### src/rtl/tsta_ram.sv
// Generic single write, single registered read port RAM.
module tsta_ram #(
    parameter int WIDTH = 8,
    parameter int DEPTH = 32
) (
    input  logic                     i_clk,
    input  logic                     i_we,
    input  logic [$clog2(DEPTH)-1:0] i_waddr,
    input  logic [WIDTH-1:0]         i_wdata,
    input  logic [$clog2(DEPTH)-1:0] i_raddr,
    output logic [WIDTH-1:0]         o_rdata
);

    logic [WIDTH-1:0] r_mem [DEPTH];
    logic [WIDTH-1:0] r_rdata;

    always_ff @(posedge i_clk) begin
        if (i_we) begin
            r_mem[i_waddr] <= i_wdata;
        end
        r_rdata <= r_mem[i_raddr];
    end

    assign o_rdata = r_rdata;

endmodule

### config.mk
export PLATFORM = sky130hd
export DESIGN_NAME = tsta_ram
export DESIGN_NICKNAME = d
export VERILOG_FILES = /design/src/rtl/tsta_ram.sv
export SDC_FILE = /design/constraint.sdc
export NUM_CORES = 1
export LEC_CHECK = 0
export ABC_AREA = 1
export ABC_CLOCK_PERIOD_IN_PS = 2600
export BUFFER_PORTS_ARGS = -buffer_cell sky130_fd_sc_hd__buf_2
export CORE_MARGIN = 4
export CORE_UTILIZATION = 40
export CTS_CLUSTER_DIAMETER = 50
export DETAILED_ROUTE_END_ITERATION = 7
export GPL_ROUTABILITY_DRIVEN = 1
export GPL_TIMING_DRIVEN = 0
export PLACE_DENSITY = 0.58
export SLEW_MARGIN = 20
export SYNTH_ARGS = -nofsm -noshare
export SYNTH_HDL_FRONTEND = slang
export SYNTH_SLANG_ARGS = --single-unit
### constraint.sdc
create_clock -name i_clk -period 2.6 [get_ports i_clk]
set_input_delay 0.65 -clock i_clk [delete_from_list [all_inputs] [get_ports i_clk]]
set_output_delay 0.65 -clock i_clk [all_outputs]
set_load 0.05 [all_outputs]
* After elaboration in Yosys (flattened, before gate mapping)
Memories as Yosys holds them, arrays and structs flattened. A register that Yosys moved wholly into a read port is not among the register bits. Index checks and enable logic that the tools add are counted. W data, S select, Z words.
Storage, ports and cells: register bits 0, RAM bits 256, output and inout port bits 8, word-level logic and storage cells 3, memories kept 1
Memory list:
- r_mem | words 32, width 8, rd ports 1, clocked after Yosys merged registers in 1, write ports 1, line 14 | logic [WIDTH-1:0] r_mem [DEPTH];
Operators by class: muxes and demuxes 2
Operators with widths (number):
- $mux W1 | 2

* Depth between registers and ports, before layout
Gate-level depths: netlist of run 1.
depth after elaboration 2, gate-level depth with buffers 11

* Worst setup path before layout of run 1
OpenSTA, ideal clock, no wires.
path type input to register, start input port i_waddr[0], end memory r_mem[0][0] (enable), setup time 370 ps, data arrival time 1314 ps, path slack 916 ps, stages 3, path buffers 0, path through inv_1 > nand3_1 > nor2_1
RTL lines:
- start: declaration | line 8 | input logic [$clog2(DEPTH)-1:0] i_waddr,
- end: declaration | line 14
No word-level cell before the write port.

* Final worst setup path of run 1
start input port i_waddr[0], end memory r_mem[10][3] (enable)
No word-level cell before the write port.

==> results.cfg, run 1 <==
[synthesis]
yosys.cell_types.count = 12
syn_nets = 942
ys_ff_latch = 264
synth_area_sq_mm = 0.0108
syn_area_per_cell_sq_um = 11.7
synth_top_cell_area_share = 0.713
synthTopCellsByArea = edfxtp_1 71%, nand2_1 13%, nand3_1 9.5%
yosys.area.top_type = edfxtp_1
yosysSeqAreaShare = 0.728
syn-instance-count = 922
yosys_warnings = 0

[timing]
finalCriticalPeriod_ns = 1.91
fin_tns_setup_ns = 0
max_freq_mhz = 523
worst_slack_ns = 0.689
slew_headroom = 0.340
maxSlewViolCount = 0
setup_viol = 0
timing.final.crit_share = 0.735
hold_viol = 0
worstMarginPinSlew_ns = 0.986
grt_setup_unrepaired = no
final.setup_skew_ns = 0.0223

[routing]
routedWlPerCell_um = 20.9
num_vias = 7043
drt-total-wl_mm = 28.0
drc_errors = 0
ant_nets = 0
drt_iter0_drc = 635
drtPass1Iterations = 5
viasPerCell = 5.26

[outcome]
status = completed

[placement]
place_ws_ns = 0.172
dpl_cell_area_sq_mm = 0.0113
port_buffers = 24
routabilityCongestion = 0.892
dp_hpwl_mm = 18.0
dp.cells = 1281

[setup_path]
cp-end-kind = flip-flop
cp-start-kind = input port
arrival_ns = 2.07
required_ns = 2.76
critPathMaxFanout = 8
crit_type = input port to flip-flop

[finish]
fin_area_sq_mm = 0.0124
fin_cells = 1339
areaGrowthSynthToFinish_pct = 14.6
nets = 999
fin_util = 0.470
antenna_cells = 0
drive_gt1_frac = 0.112

[floorplan]
die_area_sq_mm = 0.0297
rows = 59
ios = 28
dieWidth_um = 172
core-area_sq_mm = 0.0263
start_util = 0.410
dieHeight_um = 172

[cts]
post_cts_resized = 0
cts_max_level = 1
cts_tree = done
worst_skew_pair.late_latency_ns = 0.56
post_cts_buffers = 0
path_clk_slew_ns = 0.05
cts_buffers = 31
hold_buffers = 0
clockBufferDepth = 3
cts-root-buf = clkbuf_16
cts.sinks = 264

[global_route]
grt_start_max_net_pins = 33
grt_pass1_vias = 6740
grtUsageTotal = 0.190
grt_pass1_wl_mm = 41.4
overflow = 0
antenna_found_initial = 1

[power]
p_leak_nw = 4.60
powerDensity_mw_per_mm2 = 791
vdd_ir_drop_max_mv = 0.522

[hold_path]
min_path_type = input port to flip-flop

[run]
max-cap-violations = 0
state kept, by name, indices dropped and copies added (netlist names):
register and count:
r_mem 256, o_rdata 8
cell usage after synthesis (all sizes together):
cell type    n
inv         10
nand2      360
nor2        32
clkbuf       7
nand3      204
dfxtp        8
edfxtp     256
buf         45
path summary, 6_finish.rpt:
kind | start | end | slack, ns | cells past startpoint
max | i_waddr[0] | r_mem[10][3] | 0.69 | 4
min | i_raddr[4] | o_rdata[0] | 0.53 | 3
max reg2reg | r_mem[29][4] | o_rdata[4] | 1.30 | 8
min reg2reg | r_mem[8][3] | o_rdata[3] | 0.84 | 8
per-layer routing:
metal,vias up,part of all wire,track usage
met3,59,0.081,0.0343
met4,2,0.029,0.0519
met5,-,0.00025,0
met1,3358,0.44,0.279
met2,298,0.45,0.295
li1,3326,-,-
stage by stage:
| step | hold slack, ns | power [mW] |
|---|---|---|
| after floorplan | 0.688 | 5.23 |
| after global placement | 0.830 | 5.50 |
| after detailed placement | 0.814 | 5.51 |
| after CTS | 0.505 | 9.84 |
| after global routing | 0.537 | 10.1 |
| final | 0.535 | 9.78 |
cells in the final DEF, fill, tap and decap left out, types with 4 or more instances in the layout:
cell       count
nand2_1      360
edfxtp_1     256
nand3_1      204
buf_2         39
nor2_1        32
clkbuf_16     31
buf_6         24
clkbuf_1      17
inv_1          8
dfxtp_1        8
bufinv_16      5
clkinv_1       5
buf_4          4
cell type report:
cell class              instances  area (sq um)
clock buffers                  42           827
repair buffers                 24           120
flip-flops and latches        264          7850
well taps                     335           419
plain buffers                  52           409
clock inverters                16           211
fillers                      2393         13900
inverters                      10          37.5
multi-input cells             596          2490
report_power, final:
| group | switching (mW) | internal (mW) |
|---|---|---|
| registers | 0.0137 | 4.73 |
| logic | 0.500 | 0.174 |
| clock network | 1.64 | 2.71 |
| total | 2.16 | 7.62 |
logic make-up after synthesis:
group,count (synthesis),synth area share
DFF,264,0.728
and+or+nand+nor,596,0.231
buffers and inverters,62,0.0414
critical path, stage by stage:
cell and delay (ns):
buf_2 0.12, inv_1 0.07, nand3_1 0.34, nor2_1 0.89
Note: power is estimated with default switching activity, not from simulation.
==> inputs of run 2 (changes only) <==
--- a/config.mk
+++ b/config.mk
@@ -5,8 +5,8 @@
 export SDC_FILE = /design/constraint.sdc
 export NUM_CORES = 1
 export LEC_CHECK = 0
-export ABC_AREA = 1
-export ABC_CLOCK_PERIOD_IN_PS = 2600
+export ABC_AREA = 0
+export ABC_CLOCK_PERIOD_IN_PS = 1980
 export BUFFER_PORTS_ARGS = -buffer_cell sky130_fd_sc_hd__buf_2
 export CORE_MARGIN = 4
 export CORE_UTILIZATION = 40
==> constraint.sdc (replaced) <==
create_clock -name i_clk -period 1.98 [get_ports i_clk]
set_input_delay 0.495 -clock i_clk [delete_from_list [all_inputs] [get_ports i_clk]]
set_output_delay 0.495 -clock i_clk [all_outputs]
set_load 0.05 [all_outputs]
==> run 2 against run 1 <==
  * First-iteration DRC count fell by 41%
  * Sequential power rose by 31%
  * Die area fell by 6.5%
  * Synthesized cell count fell by 55%
  * Critical path depth did not move
  * Largest cell class unchanged
  * Largest power group unchanged
==> results.cfg, run 2 <==
[synthesis]
yosys.area.top_type = edfxtp_1
async_reset_ff_frac = 0
yosys_warnings = 0
synth_most_common_cell = edfxtp_1
syn-instance-count = 417
synth_area_sq_mm = 0.0101
synth_ff_type = edfxtp_1
syn_nets = 437
synth-edff-count = 256
yosys-top-cells-count = 256 x edfxtp_1, 80 x mux4_2, 33 x nor2_1, 8 x dfxtp_1, 8 x mux2_2
synth_top_cell_area_share = 0.765
synthTopCellsByArea = edfxtp_1 76%, mux4_2 18%, dfxtp_1 1.6%
ys_ff_latch = 264
yosysSeqAreaShare = 0.781
syn_area_per_cell_sq_um = 24.1
yosys.cell_types.count = 15

[cts]
worst_skew_pair.late_latency_ns = 0.54
cts.sinks = 264
cts-root-buf = clkbuf_16
path_clk_slew_ns = 0.06
post_cts_buffers = 0
cts_buffers = 29
clockBufferDepth = 3
hold_buffers = 0
cts_max_level = 1
cts_tree = done
post_cts_resized = 0

[placement]
dp_hpwl_mm = 13.4
dp.cells = 763
routabilityCongestion = 0.724
port_buffers = 22
dpl_cell_area_sq_mm = 0.0107
place_ws_ns = -0.542

[timing]
maxSlewViolCount = 0
finalCriticalPeriod_ns = 1.92
grt_setup_unrepaired = yes
fin_tns_setup_ns = 0
worst_slack_ns = 0.0580
hold_viol = 0
setup_viol = 0
slew_headroom = 0.427
worstMarginPinSlew_ns = 0.856
final.setup_skew_ns = 0.0184
whs_ns = 0.487
timing.final.crit_share = 0.971
max_freq_mhz = 520

[power]
p_leak_nw = 3.62
powerDensity_mw_per_mm2 = 1050
vdd_ir_drop_max_mv = 0.519
finalPower_mw = 12.2

[floorplan]
start_util = 0.410
die_area_sq_mm = 0.0277
dieHeight_um = 167
dieWidth_um = 167
ios = 28
core-area_sq_mm = 0.0245
rows = 57

[finish]
fin_cells = 815
areaGrowthSynthToFinish_pct = 15.8
final_cell_mix = 256 x edfxtp_1, 80 x mux4_2, 30 x nor2_1, 29 x clkbuf_16, 24 x buf_2
register_area_sq_mm = 0.00785
final_common_cell = edfxtp_1
multi_input_area_sq_mm = 0.00211
largest_register = r_mem
fillers = 2030
drive_gt1_frac = 0.350
largest_reg_flops = 256
nets = 490
fin_area_sq_mm = 0.0116
fin_util = 0.474
antenna_cells = 0

[hold_path]
min_path_type = input port to flip-flop

[setup_path]
cp-end-kind = flip-flop
cp-start-kind = input port
arrival_ns = 2.09
required_ns = 2.14
critPathMaxFanout = 8
crit_type = input port to flip-flop

[routing]
routedWlPerCell_um = 25.2
drtPass1Iterations = 4
drt-total-wl_mm = 20.6
ant_nets = 0
drt_iter0_drc = 377
drc_errors = 0
num_vias = 4356
viasPerCell = 5.34

[global_route]
grtUsageTotal = 0.149
grt_pass1_wl_mm = 30.6
grt_start_max_net_pins = 33
grt_pass1_vias = 4726
overflow = 0
antenna_found_initial = 0

[run]
max-cap-violations = 0

[outcome]
status = completed
==> run 2: cell types whose count changed after synthesis, sizes merged, moves of 8 or more <==
cell / before / now
inv: 10 / 0
mux4: 0 / 80
buf: 45 / 14
nand2: 360 / 1
nand3: 204 / 2
mux2: 0 / 8
==> run 2: cell type report <==
type | count | share of cell area
buffer | 20 | 0.0185
timing repair buffer | 22 | 0.00946
sequential | 264 | 0.674
clock inverter | 17 | 0.0177
tap | 324 | 0.0348
clock buffer | 35 | 0.0643
multi-input combinational | 133 | 0.181
==> run 2: cell families after synthesis <==
| group | count (synthesis) | share of synthesized area |
|---|---|---|
| buf+inv | 20 | 0.0106 |
| mux | 88 | 0.188 |
| flops | 264 | 0.781 |
| simple gates | 45 | 0.0207 |
==> run 2: worst paths after layout <==
check	from	end	slack [ns]	cells past startpoint
worst max-delay path	i_waddr[1]	r_mem[12][4]	0.06	4
worst max register to register	r_mem[20][4]	o_rdata[4]	0.14	3
worst min-delay path	i_wdata[5]	r_mem[11][5]	0.49	1
worst min register to register	r_mem[28][2]	o_rdata[2]	0.93	3
==> run 2: routing by layer <==
metal,up-vias,GRT usage,wire length [um]
met5,-,0,0
met4,0,0.0384,309
met3,23,0.0244,1270
met2,132,0.238,10100
met1,2312,0.217,8880
li1,1889,-,-
==> run 2: worst max-delay path, stage by stage <==
cell      delay [ns]
buf_2           0.12
or3b_2          0.46
clkbuf_1        0.30
nor2_1          0.71
==> run 2: report_power, final <==
part | leakage (nW) | internal [mW] | switching, mW
clock | 0.459 | 3.22 | 2.08
sequential | 2.37 | 6.22 | 0.0172
combinational | 0.790 | 0.276 | 0.422
total | 3.62 | 9.71 | 2.52
==> inputs of run 3 (changes only) <==
==> constraint.sdc (replaced) <==
create_clock -name i_clk -period 1.98 [get_ports i_clk]
set_input_delay 0.099 -clock i_clk [delete_from_list [all_inputs] [get_ports i_clk]]
set_output_delay 0.099 -clock i_clk [all_outputs]
set_load 0.05 [all_outputs]
==> run 3 against run 2 <==
  * Power shrank 3.3%
  * Fmax up 4.7%
  * Worst hold slack got worse by 0.37 ns
  * Routed wire length fell by 0.50%
  * Register-to-register slack barely moved
  * Sequential share of layout area increased by 1.1 points
  * Worst setup slack improved by 0.086 ns
  * Die area unchanged
  * Critical path depth shrank 1
  * Clock power down 7.0%
  * Clock skew decreased by 0.0048 ns
  * Critical path type is now flip-flop to flip-flop
  * Critical endpoint is now o_rdata[7]
  * Largest cell class unchanged
==> results.cfg, run 3 (synthesis gave the netlist of run 2 again) <==
[routing]
viasPerCell = 5.36
drtPass1Iterations = 7
routedWlPerCell_um = 25.1
drt-total-wl_mm = 20.5
ant_nets = 0
drc_errors = 0
drt_iter0_drc = 450
num_vias = 4362

[floorplan]
core-area_sq_mm = 0.0245
dieHeight_um = 167
dieWidth_um = 167
rows = 57
start_util = 0.410
ios = 28
die_area_sq_mm = 0.0277

[finish]
fin_util = 0.467
nets = 489
largest_reg_flops = 256
final_cell_mix = 256 x edfxtp_1, 80 x mux4_2, 33 x nor2_1, 29 x clkbuf_16, 26 x buf_2
fin_cells = 814
drive_gt1_frac = 0.349
areaGrowthSynthToFinish_pct = 14.0
antenna_cells = 0
final_common_cell = edfxtp_1
largest_register = r_mem

[global_route]
overflow = 0
grt_pass1_vias = 4656
grt_pass1_wl_mm = 31.0
antenna_found_initial = 0
grtUsageTotal = 0.149
grt_start_max_net_pins = 33

[timing]
slew_headroom = 0.355
maxSlewViolCount = 0
finalCriticalPeriod_ns = 1.84
worstMarginPinSlew_ns = 0.968
setup_viol = 0
final.setup_skew_ns = 0.0137
grt_setup_unrepaired = no
hold_viol = 0
fin_tns_setup_ns = 0
timing.final.crit_share = 0.927
whs_ns = 0.112
max_freq_mhz = 545

[power]
combPwrFrac = 0.057
powerDensity_mw_per_mm2 = 1030
p_leak_nw = 3.55
p_sw_mw = 2.56
power.internal_mw = 9.28
vdd_ir_drop_max_mv = 0.663
swShare = 0.216
pwr-share-clk = 0.417
seq_power_share = 0.527

[setup_path]
critPathSlowestCell = mux4_2
crit_chain = mux4_2 > mux4_2 > mux2_2
rr_worst_depth = 3
max_stage_delay_ns = 0.55
crit_type = flip-flop to flip-flop
cp-end-kind = flip-flop
critPathMaxFanout = 1
path_buf_inv = 0
r2r_setup_slack_ns = 0.14
regToRegEndpoint = o_rdata[7]
cpLargestDelayFamily = multiplexers
reg2reg_from = r_mem[31][7]
required_ns = 2.39
crit_path_start = r_mem[31][7]
cp-start-kind = flip-flop
crit_top_cell = mux4_2
arrival_ns = 2.25

[cts]
cts-root-buf = clkbuf_16
cts_max_level = 1
cts.sinks = 264
post_cts_buffers = 0
path_clk_slew_ns = 0.07
cts_buffers = 28
clockBufferDepth = 3
worst_skew_pair.late_latency_ns = 0.53
cts_tree = done

[hold_path]
hp-start = i_wdata[4]
hold_end = r_mem[12][4]
hold_path_depth = 1
min_path_type = input port to flip-flop

[placement]
port_buffers = 22
dp_hpwl_mm = 13.2
routabilityCongestion = 0.727
dp.cells = 763

[run]
max-cap-violations = 0

[outcome]
status = completed
[run 3: worst max-delay path by stage]
stage | to | slack [ns] | cells after the start
after floorplan | o_rdata[0] | 0.08 | 5
after global placement | o_rdata[1] | -0.69 | 5
after detailed placement | o_rdata[1] | -0.65 | 5
after CTS | o_rdata[7] | 0.14 | 3
after global routing | o_rdata[3] | 0.1 | 5
final | o_rdata[7] | 0.14 | 3
[run 3: power groups by stage]
stage	Sequential (mW)	Combinational [mW]	Clock [mW]
after floorplan	6.43	0.331	0
after global placement	6.35	0.673	0
after CTS	6.23	0.685	5.02
final	6.23	0.670	4.93
after detailed placement	6.35	0.683	0
after global routing	6.24	0.715	5.28
[run 3: area by class of cell]
cell class              count  area [sq um]
clock buffers              30           729
well taps                 324           405
repair buffers             22           110
clock inverters            21           151
flip-flops and latches    264          7850
fillers                  2029         13100
multi-input cells         133          2100
plain buffers              20           114
[run 3: per-stage QoR]
step | worst slack, ns | power [mW] | instance area, sq um
finish | 0.144 | 11.8 | 11500
global route | 0.0992 | 12.2 | 11500
CTS | 0.136 | 11.9 | 11500
detailed placement | -0.651 | 7.03 | 10600
global placement | -0.691 | 7.02 | 10600
floorplan | 0.0786 | 6.76 | 10100
[run 3: timing repair]
item | in CTS | in global routing
hold buffers | 0 | 0
resized for setup | 6 | 0
setup endpoints to repair | 8 | 0
[run 3: worst register-to-register path, stage by stage (launching register included)]
cell	delay, ns
edfxtp_1	0.36
mux4_2	0.55
mux4_2	0.53
mux2_2	0.28
[run 3: metal layers]
| metal | part of all wire | vias up | track usage |
|---|---|---|---|
| met4 | 0.017 | 0 | 0.0345 |
| met3 | 0.051 | 24 | 0.0237 |
| met1 | 0.45 | 2329 | 0.225 |
| li1 | - | 1885 | - |
| met2 | 0.48 | 124 | 0.231 |
| met5 | 0 | - | 0 |
